<file path="config.mk">
export PLATFORM = sky130hd
export DESIGN_NAME = cmc_hash
export DESIGN_NICKNAME = d
export VERILOG_FILES = /design/src/rtl/cmc_pkg.sv /design/src/rtl/cmc_hash.sv
export SDC_FILE = /design/constraint.sdc
export NUM_CORES = 2
export LEC_CHECK = 0
export BUFFER_PORTS_ARGS = -buffer_cell sky130_fd_sc_hd__buf_2
export CORE_AREA = 2 2 271 273
export CTS_CLUSTER_DIAMETER = 100
export CTS_CLUSTER_SIZE = 12
export DETAILED_ROUTE_END_ITERATION = 12
export DIE_AREA = 0 0 273 275
export PLACE_DENSITY = 0.9
export SYNTH_ARGS = -nofsm -noshare
export SYNTH_HDL_FRONTEND = slang
export SYNTH_SLANG_ARGS = --single-unit
</file>
<file path="constraint.sdc">
create_clock -name clock -period 11.02 [get_ports clock]
set_input_delay 1.102 -clock clock [delete_from_list [all_inputs] [get_ports clock]]
set_output_delay 1.102 -clock clock [all_outputs]
set_load 0.02 [all_outputs]
</file>
<file path="src/rtl/cmc_pkg.sv">
`default_nettype none
// ----------------------------------------------------------------------------
// cmc_pkg
// Shared types, constants and helpers for the contact point merge cache:
// transfer payloads, the probe that walks the cell chain and the write-back.
// ----------------------------------------------------------------------------
package cmc_pkg;

   localparam int MAX_SLOTS = 4;
   localparam int SLOT_W    = $clog2(MAX_SLOTS);
   localparam int CNT_W     = $clog2(MAX_SLOTS + 1);
   localparam int THR_W     = 31;
   localparam int SQ_W      = 2 * THR_W;

   localparam logic [THR_W-1:0] THR_RESET = 31'd1311;
   localparam logic [CNT_W-1:0] CNT_FULL  = CNT_W'(MAX_SLOTS);
   localparam logic [SLOT_W-1:0] SLOT_LAST = SLOT_W'(MAX_SLOTS - 1);

   localparam logic [31:0] HASH_X = 32'd73856093;
   localparam logic [31:0] HASH_Y = 32'd19349663;
   localparam logic [31:0] HASH_Z = 32'd83492791;

   typedef struct packed {
      logic               first;
      logic signed [31:0] pos_x;
      logic signed [31:0] pos_y;
      logic signed [31:0] pos_z;
      logic signed [31:0] depth_in;
   } cmc_req_type;

   typedef struct packed {
      logic [1:0]         slot;
      logic               merged;
      logic               replaced;
      logic [31:0]        point_id;
      logic signed [31:0] stored_depth;
      logic [2:0]         point_count;
   } cmc_rsp_type;

   typedef struct packed {
      logic              vld;
      logic [31:0]       x;
      logic [31:0]       y;
      logic [31:0]       z;
      logic [31:0]       depth;
      logic [CNT_W-1:0]  count;
      logic              hit;
      logic [SLOT_W-1:0] hit_slot;
      logic [31:0]       hit_id;
      logic [31:0]       hit_depth;
      logic              pend_ok;
      logic [SQ_W-1:0]   sq_x;
      logic [SQ_W-1:0]   sq_y;
      logic [SQ_W-1:0]   sq_z;
      logic [SLOT_W-1:0] pend_slot;
      logic [31:0]       pend_id;
      logic [31:0]       pend_depth;
   } cmc_probe_type;

   typedef struct packed {
      logic              en;
      logic [SLOT_W-1:0] slot;
      logic [31:0]       x;
      logic [31:0]       y;
      logic [31:0]       z;
      logic [31:0]       depth;
      logic [31:0]       id;
   } cmc_wr_type;

   function automatic logic pend_near(input cmc_probe_type p, input logic [SQ_W-1:0] tsq);
      logic [SQ_W+1:0] sum;
      sum = (SQ_W+2)'(p.sq_x) + (SQ_W+2)'(p.sq_y) + (SQ_W+2)'(p.sq_z);
      return p.vld && p.pend_ok && (sum < (SQ_W+2)'(tsq));
   endfunction

endpackage
`default_nettype wire

</file>
<file path="src/rtl/cmc_hash.sv">
`default_nettype none
// ----------------------------------------------------------------------------
// cmc_hash
// Two-stage contact ID hash: per-axis magnitude times constant, then scale
// by 2^-16, restore sign, keep low 32 bits and XOR the three axes.
// ----------------------------------------------------------------------------
module cmc_hash
   import cmc_pkg::*;
(
   input  wire logic        clock,
   input  wire logic [31:0] x,
   input  wire logic [31:0] y,
   input  wire logic [31:0] z,
   output logic      [31:0] id
);

   logic [2:0][31:0] raw;
   logic [2:0][31:0] k;
   logic [2:0][31:0] mag;
   logic [2:0][63:0] prod_in;
   logic [2:0][63:0] prod_ff;
   logic [2:0]       neg_ff;
   logic [2:0][31:0] axis;
   logic [31:0]      id_in;
   logic [31:0]      id_ff;

   assign raw = {z, y, x};
   assign k   = {HASH_Z, HASH_Y, HASH_X};

   always_comb begin
      for (int i = 0; i < 3; i++) begin
         mag[i]     = raw[i][31] ? (32'd0 - raw[i]) : raw[i];
         prod_in[i] = 64'(mag[i]) * 64'(k[i]);
      end
   end

   always_ff @(posedge clock) begin
      prod_ff <= prod_in;
      for (int i = 0; i < 3; i++) begin
         neg_ff[i] <= raw[i][31];
      end
   end

   always_comb begin
      for (int i = 0; i < 3; i++) begin
         axis[i] = neg_ff[i] ? (32'd0 - prod_ff[i][47:16]) : prod_ff[i][47:16];
      end
      id_in = axis[0] ^ axis[1] ^ axis[2];
   end

   always_ff @(posedge clock) begin
      id_ff <= id_in;
   end

   assign id = id_ff;

endmodule
`default_nettype wire

</file>
==> results.py <==
metrics = {
    "outcome": {
        "status": "finished, final reports clean",
    },
    "placement": {
        "routabilityCongestion": 1.00,
        "port_buffers": 128,
        "hpwl_um": 109000,
        "placed_cells": 5869,
    },
    "global_route": {
        "grt_pass1_vias": 36784,
        "overflow": 0,
        "top_usage_layer": "met2",
        "grt_max_degree": 34,
        "track_usage": 0.333,
        "grtUsageMet2": 0.565,
        "met1_usage": 0.426,
        "antenna_found_initial": 10,
        "grt_pass1_wl_um": 192000,
        "use_met3": 0.0420,
    },
    "worst_setup_path": {
        "max_stage_delay_ps": 690,
        "cpMaxStageDelayCell": "or4_1",
        "end_kind": "flip-flop",
        "cp_max_fo": 6,
        "reg2reg_to": "id[27]",
        "reg2reg_from": "prod_ff[82]",
        "critPathRequiredTime_ps": 11330,
        "critPathLaunchType": "input port",
        "r2r_cells": 10,
        "crit_type": "in2reg",
        "crit_top_cell": "inv_1",
        "worstPathArrival_ps": 10350,
        "r2r_slack_ps": 6940,
    },
    "cts": {
        "cts.sinks": 131,
        "cts.clk_slew.worst_paths_ps": 60,
        "cts_setup_buffers": 0,
        "cts_tree": "yes",
        "ctsResizeCount": 0,
        "numCtsBuffers": 17,
        "clock-root-buffer": "clkbuf_16",
        "ctsHoldBuffers": 0,
        "clock_latency_ps": 430,
        "htreeDepth": 4,
        "clock_path_buffers": 2,
    },
    "synth": {
        "ys.flop_type": "dfxtp_1",
        "synth_edf_count": 0,
        "async_flop_share": 0,
        "ys_ff_latch": 131,
        "syn_area_um2": 46500,
        "ys_seq_area_frac": 0.0564,
        "synth_cell_type_count": 71,
        "avgSynthCellArea_um2": 9.78,
        "synth_warnings": 0,
        "syn_inst": 4751,
        "syn_nets": 6570,
    },
    "sta": {
        "rsz0062_at_grt": "no",
        "min_period_ps": 10050,
        "finalHoldViolCount": 0,
        "worst_pin_slew_ps": 1100,
        "fmax_mhz": 99.5,
        "drv_slew": 0,
        "setup-violations-final": 0,
        "clock_skew_ps": 10.0,
        "period_share": 0.912,
        "slew_headroom": 0.264,
        "setup_tns_ps": 0,
    },
    "die": {
        "die_area_um2": 75100,
        "io_pins": 129,
        "die_x_um": 273,
        "rows": 99,
        "die_h_um": 275,
        "start_util": 0.642,
        "core_um2": 72300,
    },
    "cells_and_area": {
        "syn2layout_area_growth_pct": 5.87,
        "nNetsFinal": 6748,
        "fin_cells": 5902,
        "fin_util": 0.680,
        "layout-drive-gt1-share": 0.0504,
    },
    "routing": {
        "drt_iter0_drc": 2947,
        "detail-route-antenna-nets": 0,
        "drtPass1Iterations": 5,
        "wirelength_um": 120000,
        "post-route-drc-count": 0,
        "wl_per_cell_um": 20.4,
        "viasPerCell": 5.61,
        "num_vias": 33118,
    },
    "hold_path": {
        "hold_path_end": "id[0]",
        "whs_path_depth": 1,
        "worstHoldStart": "prod_ff[144]",
        "hold_class": "reg2reg",
    },
    "job": {
        "maxCapViolations": 0,
    },
}
## cell usage in the layout, fill, tap and decap left out, types with 18 or more instances in the layout
master      n
nand3_1    30
o31ai_1    51
nor3_1     28
buf_2     128
ha_1      737
xor2_1     87
nand2_1    89
a21o_1     56
inv_1    1603
o21ai_0   104
a21oi_1    99
o21a_1     18
nor2_1     84
or3_1      43
nor2b_1    23
buf_4      54
xnor2_1   340
fa_1      985
or4_1      18
dfxtp_1   131
## synth_stat cells, drive strengths merged, types with 5 or more instances
cell type  instances  share of area
a21boi             5        0.00081
nor4              13         0.0019
or4               22         0.0039
a31oi             10         0.0013
and2               5        0.00067
o31a               8         0.0015
nand2b            17         0.0025
a21o              56         0.0090
o31ai             54         0.0096
nand2             89         0.0072
nor2              84         0.0068
fa               985           0.42
ha               737           0.20
nand4             13         0.0018
xnor2            346          0.065
nand3             30         0.0032
dfxtp            131          0.056
o21a              18         0.0029
or2               13         0.0018
a211oi            11         0.0018
inv             1603           0.13
xor2              87          0.016
o21ai            111          0.012
o21bai             8         0.0013
nor3              28         0.0030
clkbuf            21         0.0017
o41ai             18         0.0036
a21oi            100          0.011
nor2b             23         0.0031
or3               45         0.0063
## sequential cells by signal (all words and copies together) (netlist names)
name	count
prod_ff	96
neg_ff	3
id	32
## worst max path at each step
stage,to,startpoint
after CTS,prod_ff[175],z[5]
after global placement,prod_ff[175],z[5]
final,prod_ff[175],z[5]
after global routing,prod_ff[175],z[5]
after floorplan,prod_ff[175],z[5]
after detailed placement,prod_ff[175],z[5]
## critical path, delay by kind of cell
kind	cells	cell delay (ps)
adder cells (fa/ha/maj)	8	3550
XOR/XNOR	3	810
AO/OA/AOI/OAI	11	2470
buffers and inverters	8	940
AND/OR/NAND/NOR	3	1490
## final cells by class
class | instances | area [µm²]
Multi-Input combinational cell | 2993 | 37800
Antenna cell | 2 | 5.00
Clock inverter | 13 | 88.8
Sequential cell | 131 | 2620
Fill cell | 5187 | 23100
Timing Repair Buffer | 182 | 1050
Inverter | 1604 | 6020
Clock buffer | 18 | 429
Tap cell | 959 | 1200
## logic make-up after synthesis
| group | share of synthesized area |
|---|---|
| adders and majority gates | 0.623 |
| buffers and inverters | 0.131 |
| xor gates and xnor gates | 0.0816 |
| AOI/OAI and AO/OA | 0.0608 |
| and+or+nand+nor | 0.0456 |
| DFF | 0.0564 |
| muxes | 0.000862 |
## routing by layer
layer,wire [µm],vias up
li1,-,14665
met1,46400,16535
met2,58100,1487
met3,8980,431
met4,6900,0
met5,0,-
## metrics by stage
| step | hold WS [ps] | cell area (µm²) | setup slack, ps |
|---|---|---|---|
| 6_report | 497 | 49200 | 972 |
| 5_1_grt | 523 | 49200 | 357 |
| 4_1_cts | 498 | 49200 | 992 |
| 3_5_place_dp | 488 | 48700 | 561 |
| 3_3_place_gp | 491 | 48700 | 851 |
| 2_1_floorplan | 458 | 46500 | 1650 |
Power is left out: the tool's default activity adds up to more than one toggle a clock period on the data nets, which glitch-free logic cannot reach.
